**src/sv/assert_macros.svh**
```systemverilog
// Assertion macros for the span rasterizer RTL; fcsr_back is their only user.
// Depends on nothing; defining SYNTH leaves every macro empty.
`ifndef ASSERT_MACROS_SVH
`define ASSERT_MACROS_SVH

`ifndef SYNTH

`define FCSR_ASSERT(label, clk, rst, prop) \
  label: assert property (@(posedge clk) disable iff (rst) prop) \
    else $error("%m: assertion failed");

`define FCSR_ASSERT_NEVER(label, clk, rst, expr) \
  label: assert property (@(posedge clk) disable iff (rst) !(expr)) \
    else $error("%m: forbidden condition seen");

`else

`define FCSR_ASSERT(label, clk, rst, prop)

`define FCSR_ASSERT_NEVER(label, clk, rst, expr)

`endif

`endif

```
**src/sv/fcsr_pkg.sv**
```systemverilog
// Types, constants and widths for the filled circle span rasterizer.
// Depends on nothing; every other RTL module imports it.
`default_nettype none

package fcsr_pkg;

  localparam int COORD_BITS  = 10;
  localparam int RADIUS_BITS = 9;
  localparam int COLOR_BITS  = 16;
  localparam int CLIP_BITS   = 11;

  localparam int COORD_MAX = (1 << COORD_BITS) - 1;

  // Signed working width for span coordinates, which may fall off either edge.
  localparam int SPAN_W = ((COORD_BITS > RADIUS_BITS) ? COORD_BITS : RADIUS_BITS) + 3;
  // Signed width of the midpoint decision value.
  localparam int DEC_W = RADIUS_BITS + 3;
  // Offset within a span stays below twice the radius.
  localparam int POS_W = RADIUS_BITS + 1;

  localparam int DEC_STEP_IN  = 3;
  localparam int DEC_STEP_OUT = 5;

  localparam logic [CLIP_BITS-1:0] CLIP_WIDTH_RESET  = CLIP_BITS'(320);
  localparam logic [CLIP_BITS-1:0] CLIP_HEIGHT_RESET = CLIP_BITS'(240);

  localparam int QDEPTH = 2;
  localparam int QPTR_W = $clog2(QDEPTH);
  localparam int QCNT_W = $clog2(QDEPTH + 1);

  localparam int CFG_IDX_W = 1;
  localparam logic [CFG_IDX_W-1:0] CFG_CLIP_WIDTH  = 1'b0;
  localparam logic [CFG_IDX_W-1:0] CFG_CLIP_HEIGHT = 1'b1;

  localparam logic MODE_START   = 1'b0;
  localparam logic MODE_ADVANCE = 1'b1;

  // Spans of one pass, in drawing order.
  localparam logic [1:0] SPAN_NARROW_BOT = 2'd0;
  localparam logic [1:0] SPAN_WIDE_BOT   = 2'd1;
  localparam logic [1:0] SPAN_NARROW_TOP = 2'd2;
  localparam logic [1:0] SPAN_WIDE_TOP   = 2'd3;

  typedef struct packed {
    logic                   mode;
    logic [COORD_BITS-1:0]  center_x;
    logic [COORD_BITS-1:0]  center_y;
    logic [RADIUS_BITS-1:0] radius;
    logic [COLOR_BITS-1:0]  fill_color;
  } fcsr_item_t;

  typedef struct packed {
    logic [COORD_BITS-1:0] pixel_x;
    logic [COORD_BITS-1:0] pixel_y;
    logic [COLOR_BITS-1:0] pixel_color;
    logic                  write_valid;
    logic                  done_res;
  } fcsr_result_t;

  typedef struct packed {
    logic                   start;
    logic [COORD_BITS-1:0]  center_x;
    logic [COORD_BITS-1:0]  center_y;
    logic [RADIUS_BITS-1:0] radius;
    logic [COLOR_BITS-1:0]  fill_color;
  } fcsr_cmd_t;

  typedef struct packed {
    logic [CLIP_BITS-1:0] width;
    logic [CLIP_BITS-1:0] height;
  } fcsr_clip_t;

endpackage

`default_nettype wire

```
**src/sv/fcsr_cfg.sv**
```systemverilog
// Clip window registers of the span rasterizer, written through a plain write port.
// Depends on fcsr_pkg.
`default_nettype none

module fcsr_cfg (
  input  logic                             clk,
  input  logic                             rst,
  input  logic                             cfg_wen,
  input  logic [fcsr_pkg::CFG_IDX_W-1:0]   cfg_index,
  input  logic [fcsr_pkg::CLIP_BITS-1:0]   cfg_wdata,
  output fcsr_pkg::fcsr_clip_t             clip
);
  import fcsr_pkg::*;

  fcsr_clip_t clip_reg;

  always_ff @(posedge clk) begin
    if (rst) begin
      clip_reg.width  <= CLIP_WIDTH_RESET;
      clip_reg.height <= CLIP_HEIGHT_RESET;
    end else if (cfg_wen) begin
      unique case (cfg_index)
        CFG_CLIP_WIDTH:  clip_reg.width  <= cfg_wdata;
        CFG_CLIP_HEIGHT: clip_reg.height <= cfg_wdata;
        default: ;
      endcase
    end
  end

  assign clip = clip_reg;

endmodule

`default_nettype wire

```
**src/sv/fcsr_front.sv**
```systemverilog
// Front end: takes requests, classifies them as start or advance and queues them.
// Depends on fcsr_pkg.
`default_nettype none

module fcsr_front (
  input  logic                  clk,
  input  logic                  rst,
  input  logic                  push,
  output logic                  full,
  input  fcsr_pkg::fcsr_item_t  item,
  output logic                  cmd_valid,
  input  logic                  cmd_take,
  output fcsr_pkg::fcsr_cmd_t   cmd
);
  import fcsr_pkg::*;

  fcsr_cmd_t           slot [QDEPTH];
  fcsr_cmd_t           decoded;
  logic [QPTR_W-1:0]   wr_ptr;
  logic [QPTR_W-1:0]   rd_ptr;
  logic [QCNT_W-1:0]   count;
  logic                do_push;
  logic                do_pop;

  always_comb begin
    decoded.start      = (item.mode == MODE_START);
    decoded.center_x   = item.center_x;
    decoded.center_y   = item.center_y;
    decoded.radius     = item.radius;
    decoded.fill_color = item.fill_color;
  end

  assign full      = (count == QCNT_W'(QDEPTH));
  assign cmd_valid = (count != '0);
  assign do_push   = push && !full;
  assign do_pop    = cmd_take && cmd_valid;
  assign cmd       = slot[rd_ptr];

  always_ff @(posedge clk) begin
    if (do_push) begin
      slot[wr_ptr] <= decoded;
    end
  end

  always_ff @(posedge clk) begin
    if (rst) begin
      wr_ptr <= '0;
      rd_ptr <= '0;
      count  <= '0;
    end else begin
      if (do_push) begin
        wr_ptr <= wr_ptr + QPTR_W'(1);
      end
      if (do_pop) begin
        rd_ptr <= rd_ptr + QPTR_W'(1);
      end
      unique case ({do_push, do_pop})
        2'b10:   count <= count + QCNT_W'(1);
        2'b01:   count <= count - QCNT_W'(1);
        default: count <= count;
      endcase
    end
  end

endmodule

`default_nettype wire

```
**src/sv/fcsr_back.sv**
```systemverilog
// Back end: midpoint circle span walker producing one pixel request per command,
// followed by the result queue. Depends on fcsr_pkg and assert_macros.svh.
`default_nettype none
`include "assert_macros.svh"

module fcsr_back (
  input  logic                   clk,
  input  logic                   rst,
  input  fcsr_pkg::fcsr_clip_t   clip,
  input  logic                   cmd_valid,
  output logic                   cmd_take,
  input  fcsr_pkg::fcsr_cmd_t    cmd,
  output logic                   empty,
  input  logic                   pop,
  output fcsr_pkg::fcsr_result_t result
);
  import fcsr_pkg::*;

  logic                          busy;
  logic                          busy_next;
  logic [COORD_BITS-1:0]         centre_col;
  logic [COORD_BITS-1:0]         centre_row;
  logic [RADIUS_BITS-1:0]        radius_r;
  logic [RADIUS_BITS-1:0]        radius_r_next;
  logic [RADIUS_BITS-1:0]        step_c;
  logic [RADIUS_BITS-1:0]        step_c_next;
  logic signed [DEC_W-1:0]       decision;
  logic signed [DEC_W-1:0]       decision_next;
  logic [1:0]                    span_index;
  logic [1:0]                    span_index_next;
  logic [POS_W-1:0]              span_pos;
  logic [POS_W-1:0]              span_pos_next;
  logic [POS_W-1:0]              pos_inc;
  logic [COLOR_BITS-1:0]         held_color;

  logic [RADIUS_BITS-1:0]        half;
  logic [RADIUS_BITS-1:0]        vert;
  logic [SPAN_W-1:0]             px;
  logic [SPAN_W-1:0]             py;
  logic                          in_clip;
  logic                          span_end;
  logic [DEC_W-1:0]              c_ext;
  logic [DEC_W-1:0]              r_ext;
  fcsr_result_t                  res_new;

  fcsr_result_t                  slot [QDEPTH];
  logic [QPTR_W-1:0]             wr_ptr;
  logic [QPTR_W-1:0]             rd_ptr;
  logic [QCNT_W-1:0]             res_count;
  logic                          fire;
  logic                          do_pop;

  assign fire     = cmd_valid && (res_count != QCNT_W'(QDEPTH));
  assign cmd_take = fire;
  assign do_pop   = pop && !empty;
  assign empty    = (res_count == '0);
  assign result   = slot[rd_ptr];

  assign half = span_index[0] ? radius_r : step_c;
  assign vert = span_index[0] ? step_c : radius_r;

  always_comb begin
    px = SPAN_W'(centre_col) - SPAN_W'(half) + SPAN_W'(span_pos);
    if (span_index[1]) begin
      py = SPAN_W'(centre_row) - SPAN_W'(vert);
    end else begin
      py = SPAN_W'(centre_row) + SPAN_W'(vert);
    end
    in_clip = !px[SPAN_W-1] && !py[SPAN_W-1]
           && (px < SPAN_W'(clip.width)) && (py < SPAN_W'(clip.height))
           && (px <= SPAN_W'(COORD_MAX)) && (py <= SPAN_W'(COORD_MAX));
  end

  assign pos_inc  = span_pos + POS_W'(1);
  assign span_end = (pos_inc == {half, 1'b0});
  assign c_ext    = DEC_W'(step_c);
  assign r_ext    = DEC_W'(radius_r);

  always_comb begin
    busy_next       = busy;
    radius_r_next   = radius_r;
    step_c_next     = step_c;
    decision_next   = decision;
    span_index_next = span_index;
    span_pos_next   = span_pos;
    res_new         = '0;
    if (cmd.start) begin
      radius_r_next   = cmd.radius;
      step_c_next     = '0;
      decision_next   = DEC_W'(1) - DEC_W'(cmd.radius);
      // The first narrow span is empty while the count is zero.
      span_index_next = SPAN_WIDE_BOT;
      span_pos_next   = '0;
      busy_next       = (cmd.radius != '0);
      res_new.done_res = (cmd.radius == '0);
    end else begin
      if (busy) begin
        if (!span_end) begin
          span_pos_next = pos_inc;
        end else begin
          span_pos_next = '0;
          priority if (span_index == SPAN_WIDE_TOP) begin
            span_index_next = SPAN_NARROW_BOT;
            if (decision[DEC_W-1]) begin
              decision_next = decision + (c_ext << 1) + DEC_W'(DEC_STEP_IN);
              radius_r_next = radius_r;
            end else begin
              decision_next = decision + ((c_ext - r_ext) << 1) + DEC_W'(DEC_STEP_OUT);
              radius_r_next = radius_r - RADIUS_BITS'(1);
            end
            step_c_next = step_c + RADIUS_BITS'(1);
            busy_next   = (radius_r_next > step_c_next);
          end else if (span_index == SPAN_WIDE_BOT && step_c == '0) begin
            span_index_next = SPAN_WIDE_TOP;
          end else begin
            span_index_next = span_index + 2'd1;
          end
        end
        if (in_clip) begin
          res_new.pixel_x     = px[COORD_BITS-1:0];
          res_new.pixel_y     = py[COORD_BITS-1:0];
          res_new.pixel_color = held_color;
          res_new.write_valid = 1'b1;
        end
      end
      res_new.done_res = !busy_next;
    end
  end

  always_ff @(posedge clk) begin
    if (fire) begin
      radius_r <= radius_r_next;
      step_c   <= step_c_next;
      decision <= decision_next;
      if (cmd.start) begin
        centre_col <= cmd.center_x;
        centre_row <= cmd.center_y;
        held_color <= cmd.fill_color;
      end
    end
  end

  always_ff @(posedge clk) begin
    if (rst) begin
      busy       <= 1'b0;
      span_index <= SPAN_NARROW_BOT;
      span_pos   <= '0;
    end else if (fire) begin
      busy       <= busy_next;
      span_index <= span_index_next;
      span_pos   <= span_pos_next;
    end
  end

  always_ff @(posedge clk) begin
    if (fire) begin
      slot[wr_ptr] <= res_new;
    end
  end

  always_ff @(posedge clk) begin
    if (rst) begin
      wr_ptr    <= '0;
      rd_ptr    <= '0;
      res_count <= '0;
    end else begin
      if (fire) begin
        wr_ptr <= wr_ptr + QPTR_W'(1);
      end
      if (do_pop) begin
        rd_ptr <= rd_ptr + QPTR_W'(1);
      end
      unique case ({fire, do_pop})
        2'b10:   res_count <= res_count + QCNT_W'(1);
        2'b01:   res_count <= res_count - QCNT_W'(1);
        default: res_count <= res_count;
      endcase
    end
  end

  // While a circle is live the radius stays above the count.
  `FCSR_ASSERT(a_radius_above_count, clk, rst, busy |-> (radius_r > step_c))
  // An empty span is never left pending between commands.
  `FCSR_ASSERT(a_no_empty_span, clk, rst, busy |-> (span_index[0] || step_c != '0))
  // The offset always lies inside the current span.
  `FCSR_ASSERT(a_pos_in_span, clk, rst, busy |-> (span_pos < {half, 1'b0}))
  // The result queue never overfills.
  `FCSR_ASSERT_NEVER(a_res_overflow, clk, rst, res_count > QCNT_W'(QDEPTH))
  // A command taken while the result queue is empty leaves a result there on the next cycle.
  `FCSR_ASSERT(a_fire_fills, clk, rst, (fire && empty) |=> !empty)

endmodule

`default_nettype wire

```
**src/sv/filled_circle_span_rasterizer.sv**
```systemverilog
// Top level of the filled circle span rasterizer: front queue, span walker, clip registers.
// Depends on fcsr_pkg, fcsr_cfg, fcsr_front and fcsr_back.
//
// A start request loads a circle; each advance request during a fill yields one candidate
// pixel of the fill, with write_valid low for pixels outside the clip window. Every request
// gives exactly one result. The block takes one request per clock and returns one result
// per clock while results are popped and neither queue is full. A request is first
// registered in the two-entry input queue; the span walker, which settles empty spans and
// the midpoint update of a pass in the same cycle as the pixel it emits, then writes the
// result into the result queue, from which it can be popped. Both sides hold two entries,
// so either side may stall without stopping the other at once.
`default_nettype none

module filled_circle_span_rasterizer (
  input  logic                             clk,
  input  logic                             rst,
  input  logic                             push,
  output logic                             full,
  input  fcsr_pkg::fcsr_item_t             item,
  output logic                             empty,
  input  logic                             pop,
  output fcsr_pkg::fcsr_result_t           result,
  input  logic                             cfg_wen,
  input  logic [fcsr_pkg::CFG_IDX_W-1:0]   cfg_index,
  input  logic [fcsr_pkg::CLIP_BITS-1:0]   cfg_wdata
);
  import fcsr_pkg::*;

  fcsr_clip_t clip;
  fcsr_cmd_t  cmd;
  logic       cmd_valid;
  logic       cmd_take;

  fcsr_cfg u_cfg (
    .clk       (clk),
    .rst       (rst),
    .cfg_wen   (cfg_wen),
    .cfg_index (cfg_index),
    .cfg_wdata (cfg_wdata),
    .clip      (clip)
  );

  fcsr_front u_front (
    .clk       (clk),
    .rst       (rst),
    .push      (push),
    .full      (full),
    .item      (item),
    .cmd_valid (cmd_valid),
    .cmd_take  (cmd_take),
    .cmd       (cmd)
  );

  fcsr_back u_back (
    .clk       (clk),
    .rst       (rst),
    .clip      (clip),
    .cmd_valid (cmd_valid),
    .cmd_take  (cmd_take),
    .cmd       (cmd),
    .empty     (empty),
    .pop       (pop),
    .result    (result)
  );

endmodule

`default_nettype wire

```
**config.mk**
```make
export PLATFORM = sky130hd
export DESIGN_NAME = filled_circle_span_rasterizer
export DESIGN_NICKNAME = d
export VERILOG_FILES = /design/src/sv/fcsr_pkg.sv /design/src/sv/fcsr_cfg.sv /design/src/sv/fcsr_front.sv /design/src/sv/fcsr_back.sv /design/src/sv/filled_circle_span_rasterizer.sv
export VERILOG_INCLUDE_DIRS = /design/src /design/src/sv
export SDC_FILE = /design/constraint.sdc
export NUM_CORES = 1
export LEC_CHECK = 0
export ABC_CLOCK_PERIOD_IN_PS = 9200
export BUFFER_PORTS_ARGS = -buffer_cell sky130_fd_sc_hd__buf_2
export CAP_MARGIN = 25
export CORE_UTILIZATION = 44
export CTS_BUF_LIST = sky130_fd_sc_hd__clkbuf_4
export CTS_CLUSTER_DIAMETER = 30
export CTS_CLUSTER_SIZE = 14
export DETAILED_ROUTE_END_ITERATION = 10
export HOLD_SLACK_MARGIN = 0.02
export SYNTH_ARGS = -nofsm -noshare
export SYNTH_HDL_FRONTEND = slang
export SYNTH_SLANG_ARGS = --single-unit
```
**constraint.sdc**
```tcl
create_clock -name clk -period 9.2 [get_ports clk]
set_clock_uncertainty 0.2 [all_clocks]
set_input_delay 0.92 -clock clk [delete_from_list [all_inputs] [get_ports clk]]
set_output_delay 0.92 -clock clk [all_outputs]
set_load 0.1 [all_outputs]
```
# ---- Yosys cells after proc, flatten, opt, wreduce, memory -nomap -nowiden
# Memory sizes are Yosys's and may differ from the RTL's. A register that Yosys moved wholly into a read port is not among the register bits.
# Cells that the tools add are included.
# Widths: inputs -> output; s select.
dict set report totals {
  reg_bits 109
  input_bits 63
  out_inout_bits 40
  ram_bits 168
  wordCells 135
  latchBits 0
  rom_bits 0
  mem_count 2
}
# name depth word_bits rd rd_ports_with_merged_regs wr line
set mem_list {}
lappend mem_list {u_front.slot 2 46 1 1 1 fcsr_front.sv:17} ;# fcsr_cmd_t slot [QDEPTH];
lappend mem_list {u_back.slot 2 38 1 1 1 fcsr_back.sv:46} ;# fcsr_result_t slot [QDEPTH];
dict set report classes {
  n_reduce_logical 31
  addsub 22
  eq_ne 9
  bitwise_logic 2
  magnitude_cmp 5
  multipliers 0
  div 0
  shifts 0
  mux 47
}
# op count
set ops {}
lappend ops {{$mux 9} 14}
lappend ops {{$mux 37} 3}
lappend ops {{$mux 12} 5}
lappend ops {{$mux 10} 3}
lappend ops {{$le 13x10->1 const B} 2}
lappend ops {{$lt 13x11->1} 2}
lappend ops {{$sub 10x9->11} 2}
lappend ops {{$logic_not 9->1} 2}
lappend ops {{$mux 1} 14}
lappend ops {{$add 13x10->13} 1}
lappend ops {{$mux 13} 1}
lappend ops {{$add 12x10->12} 1}
lappend ops {{$add 12x12->12} 1}
lappend ops {{$add 12x2->12 const B} 1}
lappend ops {{$add 12x3->12 const B} 1}
lappend ops {{$reduce_bool 2->1} 6}
lappend ops {{$add 10x9->11} 1}
lappend ops {{$add 10x1->10 const B} 1}
lappend ops {{$eq 10x10->1} 1}
lappend ops {{$logic_and 1x1->1} 10}
lappend ops {{$mux 2} 5}
lappend ops {{$sub 1x9->10 const A} 1}
lappend ops {{$sub 9x9->10} 1}
lappend ops {{$add 9x1->9 const B} 1}
lappend ops {{16 further kinds} 36}

# ---- Longest topological paths before layout
dict set report depth {
  word_depth 13
  depth_mapped 23
  ltp_nobuf 20
}

# ---- By module
# A second synthesis with hierarchy kept.
dict set report unflattened {
  hier_cells 1314
  area_unflattened_um2 15542.4
}
# module cells_per_inst n_inst seq_area_each_um2 area_per_inst_um2
set by_module_without_submodules {}
lappend by_module_without_submodules {fcsr_back 1057 1 4624.4 11099.4}
lappend by_module_without_submodules {fcsr_front 170 1 2862.7 3535.9}
lappend by_module_without_submodules {fcsr_cfg 87 1 440.4 907.1}

# ---- Worst setup path after synthesis
# Ideal clock, no wire load.
dict set report synth_timing {
  kind {register to register}
  start {register u_back.span_index[0]}
  end {memory u_back.slot[0][10] (netlist name), data pin}
  required_time_ns 8.824
  arrival_time_ns 4.709
  setup_time_ns 0.176
  setup_slack_ns 4.114
  synth_period_minus_slack_ns 5.086
  n_path_buf 2
  path_stages_with_launch 23
  path_cell_list {dfxtp_1 > buf_6 > mux2i_1 > ha_1 > nor2b_1 > o21ai_0 > a21boi_0 > o21ai_0 > a21o_1 > and2_1 > xnor2_1 > ha_1 > a21o_1 > a31oi_1 > xnor2_1 > ha_1 > a21o_1 > a21oi_1 > o21ai_0 > a2111oi_0 > o211ai_1 > clkbuf_1 > nor3b_1}
}
# item line
set synth_rtl {}
lappend synth_rtl {{start, declared} fcsr_back.sv:29} ;# logic [1:0] span_index;
lappend synth_rtl {{start signal, assigned} fcsr_back.sv:150} ;# span_index <= span_index_next;
lappend synth_rtl {{end, declared} fcsr_back.sv:46}

==> metrics.yaml <==
logic_synthesis:
  postSynth.topFlopCell: "sky130_fd_sc_hd__edfxtp_1"
  area_contributors_post_synth: "sky130_fd_sc_hd__edfxtp_1 45%, sky130_fd_sc_hd__ha_1 10%, sky130_fd_sc_hd__dfxtp_1 5.8%"
  synthDominantAreaCellType: "sky130_fd_sc_hd__edfxtp_1"
  yosysTopAreaCellShare_pct: 45.4
  synthesis.area_per_instance_sq_um: 11.6
  synth_area_sq_mm: 0.0155
  ys_top_cells_by_count: "234 x sky130_fd_sc_hd__edfxtp_1, 125 x sky130_fd_sc_hd__ha_1, 94 x sky130_fd_sc_hd__nand2_1"
  async_set_reset_flop_share_out_of_synthesis_pct: 0
  synth_edf_count: 234
  synthDistinctLibCells: 80
  post-synth-top-count-cell: "sky130_fd_sc_hd__edfxtp_1"
  ys_warn_count: 0
  synth.net_count: 1533
  synthesis.instances: 1338
  seq_area_frac_synth_pct: 51.2
  synth.ff_latch_count: 279
clock_tree:
  cts_post_setup_buffers_inserted: 0
  root_buffer: "sky130_fd_sc_hd__clkbuf_4"
  post_cts_resized: 0
  clkLatencyLatePin_ns: 0.76
  clock_sink_count: 279
  cts_h_tree_depth: 2
  max-clock-path-buffers: 3
  clkSlewWorstSetupHoldPaths_ns: 0.09
  cts_tree: "built"
  tritoncts.num_buffers: 60
  cts_hold_buf: 0
worst_setup_path:
  endpoint_kind: "flip-flop"
  required_ns: 9.51
  timing.critical_path.arrival_ns: 6.69
  timing.critical_path.fanout_max: 31
  r2r_cells: 22
  timing.rr.end: "u_back.slot[1][27]"
  crit_type: "flip-flop to flip-flop"
  r2r_setup_slack_ns: 2.82
  worstSetupStartpointType: "flip-flop"
  timing.rr.start: "u_back.span_index[0]"
die:
  floorplan.core_area_sq_mm: 0.0346
  floorplan.die.width_um: 190
  ios: 103
  placementRows: 68
  fp.dieArea_sq_mm: 0.0360
  die_y_um: 190
  floorplan.initialDensity_pct: 44.7
sta:
  worst_slew_margin_rel_pct: 30.7
  rsz0062_at_grt: "no"
  ratio_of_final_minimum_period_to_clock_period_pct: 69.3
  setup_viol: 0
  worst-slew-pin-transition_ns: 1.03
  timing_hold_violations_final: 0
  timing.final.max_slew_violations: 0
  setup-tns-final_ns: 0
  fin_crit_ns: 6.38
  max_clock_freq_ghz: 0.157
placement:
  placement.io_buffers: 102
  place_inst: 1859
  detailed_placement_hpwl_um: 24600
  placer_congestion: 0.925
detailed_routing:
  detailroute.via_count: 10600
  total_detailed_routing_wirelength_um: 34900
  drt-wirelength-per-cell_um: 17.7
  count_of_antenna_violating_nets_left_after_detailed_routing: 0
  drt-pass1-iter-count: 5
  post-route-drc-count: 0
  vias_per_cell: 5.35
  drt_iter0_markers: 603
finish:
  layout-drive-gt1-share_pct: 22.4
  layout-area-overhead-vs-synth_pct: 13.7
  finish.net_count: 1662
  nFillCells: 3098
  flip_flop_count_of_the_largest_register_all_copies_and_words_added: 92
  stdcell_count: 1975
global_route:
  number_of_global_route_vias_before_repair: 10300
  first_pass_grt_wire_length_um: 54900
  grt_max_degree: 47
  number_of_antenna_violations_at_the_first_check_in_global_routing: 1
  globalRoute.totalOverflow: 0
  gr-usage-all-layers_pct: 19.6
min_path:
  min-delay-path-class: "input port to flip-flop"
  hold_path_end: "u_front.slot[1][44]"
  min_path_cells: 1
  start_point_of_the_worst_min_delay_path: "item[44]"
job:
  drv.max_cap_violation_count: 0
run_status:
  outcome: "finished clean"
## through the flow
step	cell area, sq um	setup WS, ns	hold slack, ns	util, %
6_report	17600	2.82	0.148	50.9
3_5_place_dp	16500	2.95	0.253	47.7
5_1_grt	17600	2.25	0.0839	50.9
2_1_floorplan	15500	4.11	0.236	-
4_1_cts	17600	2.90	0.0728	50.8
3_3_place_gp	16500	3.18	0.245	47.7
## cells by family after synthesis
group           Yosys count  share of synthesized area [%]
simple gates            354                           11.5
mux                     101                           7.30
buf+inv                 137                           3.42
fa+ha+maj               132                           11.0
flops                   279                           51.2
compound gates          255                           10.9
xor+xnor                 80                           4.61
## area by class of cell
class | instances | area, sq um | share of cell area, %
diodes | 1 | 2.50 | 0.0142
clock buffers | 65 | 488 | 2.77
clock inverters | 49 | 596 | 3.38
inverters | 88 | 330 | 1.88
multi-input cells | 922 | 7070 | 40.1
flip-flops and latches | 279 | 7930 | 45.0
well taps | 455 | 569 | 3.23
repair buffers | 116 | 628 | 3.57
## placed cells by master (no fill, tap or decap), types with 6 or more instances in the layout
master and count:
sky130_fd_sc_hd__or2_2 8, sky130_fd_sc_hd__fa_1 7, sky130_fd_sc_hd__nor4_1 6, sky130_fd_sc_hd__nor3_1 26
sky130_fd_sc_hd__clkinv_1 6, sky130_fd_sc_hd__a31oi_1 6, sky130_fd_sc_hd__xor2_1 30, sky130_fd_sc_hd__o31ai_1 6
sky130_fd_sc_hd__nand2_1 94, sky130_fd_sc_hd__o21a_1 18, sky130_fd_sc_hd__buf_4 13, sky130_fd_sc_hd__inv_1 85
sky130_fd_sc_hd__clkinv_4 9, sky130_fd_sc_hd__bufinv_16 10, sky130_fd_sc_hd__inv_6 12, sky130_fd_sc_hd__and2_1 6
sky130_fd_sc_hd__mux2i_1 19, sky130_fd_sc_hd__nor2_1 84, sky130_fd_sc_hd__a21o_1 17, sky130_fd_sc_hd__a21oi_1 73
sky130_fd_sc_hd__edfxtp_1 234, sky130_fd_sc_hd__nand3_1 22, sky130_fd_sc_hd__buf_2 102, sky130_fd_sc_hd__dfxtp_1 43
sky130_fd_sc_hd__nor3b_1 34, sky130_fd_sc_hd__nand4_1 18, sky130_fd_sc_hd__ha_1 125, sky130_fd_sc_hd__and3_1 8
sky130_fd_sc_hd__o21ai_0 47, sky130_fd_sc_hd__xnor2_1 49, sky130_fd_sc_hd__clkbuf_4 65, sky130_fd_sc_hd__mux2_2 79
sky130_fd_sc_hd__nor2b_1 20, sky130_fd_sc_hd__o211ai_1 14, sky130_fd_sc_hd__a211oi_1 13, sky130_fd_sc_hd__clkinvlp_4 8
sky130_fd_sc_hd__nand2b_1 7
## routing by layer
layer / vias to the layer above / share of wire, % / track usage, %
met5: - / 0 / 0
met4: 0 / 2.2 / 6.45
met3: 53 / 4.9 / 3.49
met2: 253 / 46 / 31.5
met1: 5022 / 47 / 26.7
li1: 5242 / - / -
## worst max-delay path: stages, from the launching register on
cell and delay, ns:
sky130_fd_sc_hd__dfxtp_1 0.32, sky130_fd_sc_hd__buf_4 0.33, sky130_fd_sc_hd__mux2i_1 0.50, sky130_fd_sc_hd__ha_1 0.32, sky130_fd_sc_hd__nor2b_1 0.12, sky130_fd_sc_hd__o21ai_0 0.21
sky130_fd_sc_hd__a21boi_0 0.16, sky130_fd_sc_hd__o21ai_0 0.24, sky130_fd_sc_hd__a21o_1 0.17, sky130_fd_sc_hd__and2_1 0.15, sky130_fd_sc_hd__xnor2_1 0.13, sky130_fd_sc_hd__ha_1 0.30
sky130_fd_sc_hd__a21o_1 0.19, sky130_fd_sc_hd__a31oi_1 0.24, sky130_fd_sc_hd__xnor2_1 0.19, sky130_fd_sc_hd__ha_1 0.28, sky130_fd_sc_hd__a21o_1 0.16, sky130_fd_sc_hd__a21oi_1 0.13
sky130_fd_sc_hd__o21ai_0 0.08, sky130_fd_sc_hd__a2111oi_0 0.39, sky130_fd_sc_hd__o211ai_1 0.50, sky130_fd_sc_hd__buf_4 0.41, sky130_fd_sc_hd__nor4_1 0.39
## how the worst max path moves through the flow
stage	from	endpoint	slack, ns	cells past startpoint
after floorplan	u_back.span_index[0]	u_back.slot[0][10]	4.11	22
after global placement	u_back.span_index[0]	u_back.slot[0][25]	3.18	22
after detailed placement	u_back.span_index[0]	u_back.slot[1][27]	2.95	22
after CTS	u_back.span_index[0]	u_back.slot[1][27]	2.90	22
after global routing	u_back.span_index[0]	u_back.slot[1][25]	2.25	22
final	u_back.span_index[0]	u_back.slot[1][27]	2.82	22
Power is left out: the tool's default activity adds up to more than one toggle a clock period on the data nets, which glitch-free logic cannot reach.
